`config.mk`:
```
export PLATFORM = sky130hd
export DESIGN_NAME = redundant_byte_store_vote
export DESIGN_NICKNAME = d
export VERILOG_FILES = /design/src/rtl/core/rbsv_pkg.sv /design/src/rtl/core/rbsv_ram.sv /design/src/rtl/core/rbsv_vote.sv /design/src/rtl/core/redundant_byte_store_vote.sv
export SDC_FILE = /design/constraint.sdc
export NUM_CORES = 2
export LEC_CHECK = 0
export ABC_AREA = 1
export ABC_CLOCK_PERIOD_IN_PS = 12300
export BUFFER_PORTS_ARGS = -buffer_cell sky130_fd_sc_hd__buf_4
export CORE_MARGIN = 4
export CORE_UTILIZATION = 62
export DETAILED_ROUTE_END_ITERATION = 8
export PLACE_DENSITY = 0.78
export RECOVER_POWER = 100
export SLEW_MARGIN = 10
export SYNTH_ARGS = -nofsm -noshare
export SYNTH_HDL_FRONTEND = slang
export SYNTH_SLANG_ARGS = --single-unit
export TNS_END_PERCENT = 1
```
`constraint.sdc`:
```
create_clock -name clk -period 12.3 [get_ports clk]
set_input_delay 1.23 -clock clk [delete_from_list [all_inputs] [get_ports clk]]
set_output_delay 1.23 -clock clk [all_outputs]
set_load 0.03 [all_outputs]
```
`src/rtl/core/rbsv_pkg.sv`:
```
// ----------------------------------------------------------------------------
// rbsv_pkg
// shared types and constants of the redundant byte store with voted read
// ----------------------------------------------------------------------------
package rbsv_pkg;

  localparam int ADDR_W = 6;
  localparam int DATA_W = 8;

  localparam logic [DATA_W-1:0] ERASED = 8'hFF;

  localparam logic CMD_WRITE = 1'b0;
  localparam logic CMD_READ  = 1'b1;

  localparam logic CFG_MARKER_ADDR = 1'b0;
  localparam logic CFG_MARKER_VAL  = 1'b1;

  typedef enum logic [3:0] {
    ST_CLEAR,
    ST_IDLE,
    ST_MARK,
    ST_DRD,
    ST_DCMP,
    ST_VRD,
    ST_VCAP,
    ST_VOTE,
    ST_DONE
  } state_t;

  typedef struct packed {
    logic              done;
    logic              fix;
    logic [DATA_W-1:0] winner;
  } vote_res_t;

endpackage

```
`src/rtl/core/rbsv_ram.sv`:
```
// ----------------------------------------------------------------------------
// rbsv_ram
// generic single-port synchronous ram with registered read
// ----------------------------------------------------------------------------
module rbsv_ram #(
  parameter int WIDTH = 8,
  parameter int DEPTH = 192
) (
  input  logic                     clk,
  input  logic                     we,
  input  logic [$clog2(DEPTH)-1:0] addr,
  input  logic [WIDTH-1:0]         wdata,
  output logic [WIDTH-1:0]         rdata
);

  logic [WIDTH-1:0] mem [DEPTH];
  logic [WIDTH-1:0] rdata_r;

  always_ff @(posedge clk) begin
    if (we) begin
      mem[addr] <= wdata;
    end
    rdata_r <= mem[addr];
  end

  assign rdata = rdata_r;

endmodule

```
`src/rtl/core/rbsv_vote.sv`:
```
// ----------------------------------------------------------------------------
// rbsv_vote
// two-stage majority vote over the fetched copies, earliest copy wins a tie
// ----------------------------------------------------------------------------
module rbsv_vote #(
  parameter int COPIES = 3
) (
  input  logic                                    clk,
  input  logic                                    rst_n,
  input  logic                                    start,
  input  logic [COPIES-1:0][rbsv_pkg::DATA_W-1:0] vals,
  output rbsv_pkg::vote_res_t                     res
);

  localparam int KW = $clog2(COPIES + 1);

  logic [COPIES-1:0][KW-1:0] cnt_nxt;
  logic [COPIES-1:0][KW-1:0] cnt_r;
  logic                      v1_r;
  rbsv_pkg::vote_res_t       res_nxt;
  rbsv_pkg::vote_res_t       res_r;
  logic [KW-1:0]             best;
  logic [rbsv_pkg::DATA_W-1:0] win;

  // stage one: occurrence count per copy
  always_comb begin
    for (int i = 0; i < COPIES; i++) begin
      cnt_nxt[i] = '0;
      for (int j = 0; j < COPIES; j++) begin
        if (vals[j] == vals[i]) begin
          cnt_nxt[i] = cnt_nxt[i] + KW'(1);
        end
      end
    end
  end

  // stage two: highest count, strict compare keeps the earliest copy
  always_comb begin
    best = '0;
    win  = vals[0];
    for (int i = 0; i < COPIES; i++) begin
      if (cnt_r[i] > best) begin
        best = cnt_r[i];
        win  = vals[i];
      end
    end
    res_nxt.done   = v1_r;
    res_nxt.fix    = (best != KW'(COPIES));
    res_nxt.winner = win;
  end

  always_ff @(posedge clk) begin
    cnt_r <= cnt_nxt;
    if (!rst_n) begin
      v1_r       <= 1'b0;
      res_r.done <= 1'b0;
    end else begin
      v1_r       <= start;
      res_r.done <= res_nxt.done;
    end
    res_r.fix    <= res_nxt.fix;
    res_r.winner <= res_nxt.winner;
  end

  assign res = res_r;

endmodule

```
`src/rtl/core/redundant_byte_store_vote.sv`:
```
// ----------------------------------------------------------------------------
// redundant_byte_store_vote
// byte store kept in COPIES replicas with marker write and voted, scrubbing read
// ----------------------------------------------------------------------------
// in channel: one command word per access, tuser selects write or voted read.
// out channel: exactly one result word per command.
// cfg channel: marker address and marker value, taken only while idle or sweeping.
// all replicas live in one single-port ram, one access per cycle.
// write: COPIES marker writes, then a read and a write per copy.
// read: a read and a capture per copy, then the vote, then,
//   when the copies disagree, the full write sequence with the voted byte.
// one command at a time; in_tready is high only when the sequencer is idle,
//   so the next command can be taken in the cycle after the result is loaded.
// a finished result sits in the output register; a new command is taken
// while it waits, but the next result holds until out_tready.
// after reset the ram is swept to 255 before the
// first command is taken; cfg writes are taken during the sweep.
// ----------------------------------------------------------------------------
module redundant_byte_store_vote #(
  parameter int COPIES = 3,
  parameter int SIZE   = 64
) (
  input  logic        clk,
  input  logic        rst_n,
  input  logic        in_tvalid,
  output logic        in_tready,
  input  logic [15:0] in_tdata,  // address[5:0], write_value[13:6], zero fill
  input  logic        in_tuser,  // cmd
  output logic        out_tvalid,
  input  logic        out_tready,
  output logic [15:0] out_tdata, // read_value[7:0], corrected[8], changed[9], zero fill
  input  logic        cfg_valid,
  output logic        cfg_ready,
  input  logic        cfg_index,
  input  logic [7:0]  cfg_data
);

  localparam int DEPTH = COPIES * SIZE;
  localparam int MAW   = $clog2(DEPTH);
  localparam int AW    = $clog2(SIZE);
  localparam int CW    = (COPIES > 1) ? $clog2(COPIES) : 1;
  localparam int MW    = 15;
  localparam int DW    = rbsv_pkg::DATA_W;

  function automatic logic [AW-1:0] mod_size(input logic [rbsv_pkg::ADDR_W-1:0] v);
    logic [MW-1:0] r;
    logic [MW-1:0] d;
    r = MW'(v);
    for (int k = rbsv_pkg::ADDR_W - 1; k >= 0; k--) begin
      d = MW'(SIZE) << k;
      if (r >= d) begin
        r = r - d;
      end
    end
    return AW'(r);
  endfunction

  rbsv_pkg::state_t state_r, state_nxt;

  logic [rbsv_pkg::ADDR_W-1:0] maddr_r;
  logic [DW-1:0]               mval_r;
  logic [AW-1:0]               maddr_mod;

  logic [MAW-1:0]           base_r, base_nxt;
  logic [CW-1:0]            cnt_r, cnt_nxt;
  logic [AW-1:0]            addr_r, addr_nxt;
  logic [DW-1:0]            dval_r, dval_nxt;
  logic                     cmd_r, cmd_nxt;
  logic                     any_r, any_nxt;
  logic                     fix_r, fix_nxt;
  logic [COPIES-1:0][DW-1:0] vals_r, vals_nxt;

  logic           out_valid_r, out_valid_nxt;
  logic [15:0]    out_data_r, out_data_nxt;

  logic           ram_we;
  logic [MAW-1:0] ram_addr;
  logic [DW-1:0]  ram_wdata;
  logic [DW-1:0]  ram_rdata;

  logic                vote_start;
  rbsv_pkg::vote_res_t vote_res;
  logic                last_copy;
  logic                last_clear;

  assign maddr_mod  = mod_size(maddr_r);
  assign last_copy  = (cnt_r == CW'(COPIES - 1));
  assign last_clear = (base_r == MAW'(DEPTH - 1));

  assign cfg_ready = (state_r == rbsv_pkg::ST_IDLE) || (state_r == rbsv_pkg::ST_CLEAR);

  always_ff @(posedge clk) begin
    if (!rst_n) begin
      maddr_r <= '0;
      mval_r  <= '0;
    end else if (cfg_valid && cfg_ready) begin
      case (cfg_index)
        rbsv_pkg::CFG_MARKER_ADDR: maddr_r <= cfg_data[rbsv_pkg::ADDR_W-1:0];
        rbsv_pkg::CFG_MARKER_VAL:  mval_r  <= cfg_data;
        default: ;
      endcase
    end
  end

  rbsv_ram #(
    .WIDTH (DW),
    .DEPTH (DEPTH)
  ) u_ram (
    .clk   (clk),
    .we    (ram_we),
    .addr  (ram_addr),
    .wdata (ram_wdata),
    .rdata (ram_rdata)
  );

  rbsv_vote #(
    .COPIES (COPIES)
  ) u_vote (
    .clk   (clk),
    .rst_n (rst_n),
    .start (vote_start),
    .vals  (vals_r),
    .res   (vote_res)
  );

  always_comb begin
    state_nxt     = state_r;
    base_nxt      = base_r;
    cnt_nxt       = cnt_r;
    addr_nxt      = addr_r;
    dval_nxt      = dval_r;
    cmd_nxt       = cmd_r;
    any_nxt       = any_r;
    fix_nxt       = fix_r;
    vals_nxt      = vals_r;
    out_valid_nxt = out_valid_r;
    out_data_nxt  = out_data_r;
    in_tready     = 1'b0;
    ram_we        = 1'b0;
    ram_addr      = base_r + MAW'(addr_r);
    ram_wdata     = dval_r;
    vote_start    = 1'b0;

    if (out_valid_r && out_tready) begin
      out_valid_nxt = 1'b0;
    end

    case (state_r)
      rbsv_pkg::ST_CLEAR: begin
        ram_we    = 1'b1;
        ram_addr  = base_r;
        ram_wdata = rbsv_pkg::ERASED;
        base_nxt  = base_r + MAW'(1);
        if (last_clear) begin
          base_nxt  = '0;
          state_nxt = rbsv_pkg::ST_IDLE;
        end
      end
      rbsv_pkg::ST_IDLE: begin
        in_tready = 1'b1;
        if (in_tvalid) begin
          cmd_nxt  = in_tuser;
          addr_nxt = mod_size(in_tdata[rbsv_pkg::ADDR_W-1:0]);
          dval_nxt = in_tdata[rbsv_pkg::ADDR_W +: DW];
          any_nxt  = 1'b0;
          fix_nxt  = 1'b0;
          base_nxt = '0;
          cnt_nxt  = '0;
          if (in_tuser == rbsv_pkg::CMD_READ) begin
            state_nxt = rbsv_pkg::ST_VRD;
          end else begin
            state_nxt = rbsv_pkg::ST_MARK;
          end
        end
      end
      rbsv_pkg::ST_MARK: begin
        ram_we    = 1'b1;
        ram_addr  = base_r + MAW'(maddr_mod);
        ram_wdata = mval_r;
        base_nxt  = base_r + MAW'(SIZE);
        cnt_nxt   = cnt_r + CW'(1);
        if (last_copy) begin
          base_nxt  = '0;
          cnt_nxt   = '0;
          state_nxt = rbsv_pkg::ST_DRD;
        end
      end
      rbsv_pkg::ST_DRD: begin
        state_nxt = rbsv_pkg::ST_DCMP;
      end
      rbsv_pkg::ST_DCMP: begin
        ram_we = 1'b1;
        if (ram_rdata != dval_r) begin
          any_nxt = 1'b1;
        end
        base_nxt  = base_r + MAW'(SIZE);
        cnt_nxt   = cnt_r + CW'(1);
        state_nxt = rbsv_pkg::ST_DRD;
        if (last_copy) begin
          state_nxt = rbsv_pkg::ST_DONE;
        end
      end
      rbsv_pkg::ST_VRD: begin
        state_nxt = rbsv_pkg::ST_VCAP;
      end
      rbsv_pkg::ST_VCAP: begin
        vals_nxt[cnt_r] = ram_rdata;
        base_nxt        = base_r + MAW'(SIZE);
        cnt_nxt         = cnt_r + CW'(1);
        state_nxt       = rbsv_pkg::ST_VRD;
        if (last_copy) begin
          state_nxt = rbsv_pkg::ST_VOTE;
        end
      end
      rbsv_pkg::ST_VOTE: begin
        vote_start = !vote_res.done;
        if (vote_res.done) begin
          dval_nxt = vote_res.winner;
          fix_nxt  = vote_res.fix;
          base_nxt = '0;
          cnt_nxt  = '0;
          if (vote_res.fix) begin
            state_nxt = rbsv_pkg::ST_MARK;
          end else begin
            state_nxt = rbsv_pkg::ST_DONE;
          end
        end
      end
      rbsv_pkg::ST_DONE: begin
        if (!out_valid_r || out_tready) begin
          out_valid_nxt = 1'b1;
          out_data_nxt  = '0;
          if (cmd_r == rbsv_pkg::CMD_READ) begin
            out_data_nxt[DW-1:0] = dval_r;
            out_data_nxt[DW]     = fix_r;
          end else begin
            out_data_nxt[DW+1]   = any_r;
          end
          state_nxt = rbsv_pkg::ST_IDLE;
        end
      end
      default: begin
        state_nxt = rbsv_pkg::ST_IDLE;
      end
    endcase
  end

  always_ff @(posedge clk) begin
    if (!rst_n) begin
      state_r     <= rbsv_pkg::ST_CLEAR;
      base_r      <= '0;
      cnt_r       <= '0;
      out_valid_r <= 1'b0;
    end else begin
      state_r     <= state_nxt;
      base_r      <= base_nxt;
      cnt_r       <= cnt_nxt;
      out_valid_r <= out_valid_nxt;
    end
    addr_r     <= addr_nxt;
    dval_r     <= dval_nxt;
    cmd_r      <= cmd_nxt;
    any_r      <= any_nxt;
    fix_r      <= fix_nxt;
    vals_r     <= vals_nxt;
    out_data_r <= out_data_nxt;
  end

  assign out_tvalid = out_valid_r;
  assign out_tdata  = out_data_r;

endmodule

```
==> impl_metrics.py <==
metrics = {
    "die": {
        "die_area_um2": 115000,
        "die_y_um": 339,
        "ios": 50,
        "die_x_um": 339,
        "row_count": 121,
        "coreArea_um2": 109000,
        "initial_utilization": 0.624,
    },
    "cells_and_area": {
        "syn2layout_area_growth_pct": 9.24,
        "final_util": 0.682,
        "fin_nets": 6329,
        "finalNonFillerCells": 7820,
        "drive_above_1_share": 0.0482,
        "stdcell_area_um2": 74200,
        "antenna_cells": 0,
    },
    "timing": {
        "slew_headroom": -2.39,
        "period_needed_ns": 9.43,
        "tns_ns": 0,
        "max_freq_mhz": 106,
        "hold_viol": 0,
        "slew_violations": 1774,
        "setup-violations-final": 0,
        "rsz0062_at_grt": "false",
        "timing.final.crit_share": 0.767,
        "skew_ns": 0.0292,
        "worst_slew_pin_slew_ns": 5.05,
    },
    "min_path": {
        "hp-start": "u_vote.v1_r$_SDFF_PN0_",
        "hold_path_class": "reg2reg",
        "hold_depth": 2,
        "holdPathEnd": "u_vote.res[9]$_SDFF_PN0_",
    },
    "route": {
        "wire_per_inst_um": 22.4,
        "wl_met3_um": 21700,
        "wl_met1_um": 63600,
        "drt-total-wl_um": 175000,
        "via_count": 46400,
        "final_antenna_net_count": 0,
        "avgViaCountPerCell": 5.93,
        "route.detailed.drc": 0,
        "met2_length_um": 80500,
        "drt_iter0_drc": 6621,
        "top_layer": "met5",
        "drt_first_pass_iters": 8,
    },
    "power": {
        "internal-power_uw": 9160,
        "clockPowerShare": 0.420,
        "power_switching_uw": 2630,
        "seqPwrFrac": 0.515,
        "p_leak_uw": 0.0284,
        "irDropWorstVdd_uv": 147,
        "power_density_nw_per_um2": 159,
        "total_power_uw": 11800,
        "switching_share": 0.223,
        "p_comb_frac": 0.064,
    },
    "clocking": {
        "root_buffer": "clkbuf_16",
        "cts_tree": "yes",
        "clkSlewWorstSetupHoldPaths_ns": 0.06,
        "cts_max_path_buffers": 3,
        "postCtsHoldBufs": 0,
        "numCtsBuffers": 158,
        "clock-sinks": 1641,
        "insertion_delay_ns": 0.77,
        "cts_resized": 0,
        "htree_levels": 4,
        "postCtsSetupBuffers": 0,
    },
    "critical_path": {
        "critPathMaxStageDelay_ns": 2.24,
        "crit_chain": "nor2_1, inv_1, nor2_1, inv_1, o21ai_0, ha_1, inv_1, fa_1, xor2_1, nand2_1, o21ai_0, a21oi_4, clkbuf_1, nand2_1, clkbuf_1, nor2_1",
        "reg2reg_from": "state_r[2]$_SDFFE_PN0P_",
        "r2r-end": "u_ram.mem[94][5]$_DFFE_PP_",
        "cp_data_required_time_ns": 12.68,
        "crit_fanout": 46,
        "worstPathArrival_ns": 9.81,
        "worst-setup-path-type": "reg2reg",
        "critPathSlowestCell": "clkbuf_1",
        "reg2reg_slack_ns": 2.87,
        "r2r_cells": 16,
        "crit_path_start_kind": "flop",
        "setup.worst_path.end_class": "flop",
    },
    "grt": {
        "grt_overflow": 0,
        "grt_pass1_wl_um": 263000,
        "antenna_found_initial": 2,
        "grt_pass1_vias": 44600,
        "grt_max_degree": 161,
        "grtUsageTotal": 0.302,
    },
    "synthesis": {
        "ys_types": 48,
        "synth.most_common_cell": "nand2_1",
        "ys_seq_area_frac": 0.718,
        "synth-seq-cells": 1641,
        "synth_edf_count": 1587,
        "avgSynthCellArea_um2": 10.7,
        "synth_warnings": 0,
        "syn_area_um2": 67900,
        "synth-main-ff-cell": "edfxtp_1",
        "synth_top_area_frac": 0.702,
        "synth_area_leaders": "edfxtp_1, nand2_1, nand3_1, nor2_1, buf_2",
        "yosysTopAreaCell": "edfxtp_1",
        "synthCells": 6325,
        "synth.top_cells.by_count": "nand2_1, edfxtp_1, nor2_1",
        "ys_async_sr_fraction": 0,
    },
    "placement": {
        "dp_hpwl_um": 96200,
        "port_buffers": 41,
        "place_inst": 7528,
        "placedInstanceArea_um2": 69100,
        "gp_congestion": 0.943,
    },
    "status": {
        "outcome": "finished, violations left",
        "violations": "max-capacitance violations, max-slew violations",
    },
    "job": {
        "cap_violations": 25,
    },
}
==> critical path: cells and delay by family (launching register included) <==
kind / cells / cell delay, ns
AND/OR/NAND/NOR: 5 / 3.33
adder cells (fa/ha/maj): 2 / 0.67
buffers and inverters: 5 / 3.51
XOR/XNOR: 1 / 0.18
flip-flops: 1 / 0.33
AO/OA/AOI/OAI: 3 / 0.99
==> through the flow <==
stage / setup slack (ns) / hold WS, ns
floorplan: 8.38 / 0.390
global placement: 6.14 / 0.397
detailed placement: 6.00 / 0.407
CTS: 5.95 / 0.422
global route: 2.73 / 0.435
finish: 2.87 / 0.423
==> cells in the final DEF, fill, tap and decap left out, drive strengths merged, types with 4 or more instances in the layout <==
| cell | synthesis | final |
|---|---|---|
| buf | 249 | 55 |
| nor3 | 11 | 11 |
| bufinv | 0 | 22 |
| clkinvlp | 0 | 9 |
| a21oi | 111 | 111 |
| nand2 | 3211 | 3211 |
| ha | 22 | 22 |
| o22ai | 10 | 10 |
| nand3 | 310 | 310 |
| o21ai | 70 | 70 |
| clkbuf | 60 | 240 |
| nand4 | 44 | 44 |
| edfxtp | 1587 | 1587 |
| clkinv | 3 | 66 |
| nor2 | 415 | 415 |
| xnor2 | 9 | 9 |
| inv | 134 | 130 |
| a211oi | 4 | 4 |
| conb | 1 | 6 |
| dfxtp | 54 | 54 |
==> layer usage <==
metal,global-route usage,vias to the layer above
li1,-,20900
met1,0.404,22000
met2,0.473,2937
met3,0.0680,537
met4,0.151,6
met5,0,-
==> kinds of logic after synthesis <==
kind of cell	Yosys count	synth area share
AOI/OAI and AO/OA	205	0.0164
DFF	1641	0.718
and+or+nand+nor	3998	0.230
other	1	0.0000552
xor gates and xnor gates	11	0.00142
buffers and inverters	446	0.0298
adders and majority gates	23	0.00435
==> worst max path at each step <==
stage                                       start  depth (start not counted)                          end
after CTS                 state_r[2]$_SDFFE_PN0P_                         23       u_ram.rdata[6]$_DFF_P_
final                     state_r[2]$_SDFFE_PN0P_                         16   u_ram.mem[94][5]$_DFFE_PP_
after global routing      state_r[2]$_SDFFE_PN0P_                         16   u_ram.mem[47][0]$_DFFE_PP_
after floorplan           state_r[3]$_SDFFE_PN0P_                         19  u_ram.mem[172][0]$_DFFE_PP_
after global placement    state_r[3]$_SDFFE_PN0P_                         24       u_ram.rdata[4]$_DFF_P_
after detailed placement  state_r[2]$_SDFFE_PN0P_                         24       u_ram.rdata[4]$_DFF_P_
==> area by class of cell <==
cell class,count,area (um^2)
multi-input combinational,4243,17200
clock inverter,90,991
inverter,137,524
clock buffer,201,4290
fill,7396,34700
timing repair buffer,94,673
sequential,1641,48700
tap,1414,1770
==> power groups by stage <==
stage               Clock, uW  Combinational [uW]  Sequential, uW
floorplan                   0                 500            6180
global placement            0                 722            6190
detailed placement          0                 736            6190
CTS                      4970                 744            6080
global route             5220                 823            6070
finish                   4950                 759            6080
==> registers in the layout, indices dropped and copies added, names as in the netlist, 6 cells and up <==
name / cells
u_ram.mem: 1536
vals_r: 24
out_tdata: 10
u_vote.res: 10
base_r: 8
dval_r: 8
mval_r: 8
u_ram.rdata: 8
addr_r: 6
maddr_mod: 6
u_vote.cnt_r: 6
No activity file was read; power rests on OpenSTA's default activity.
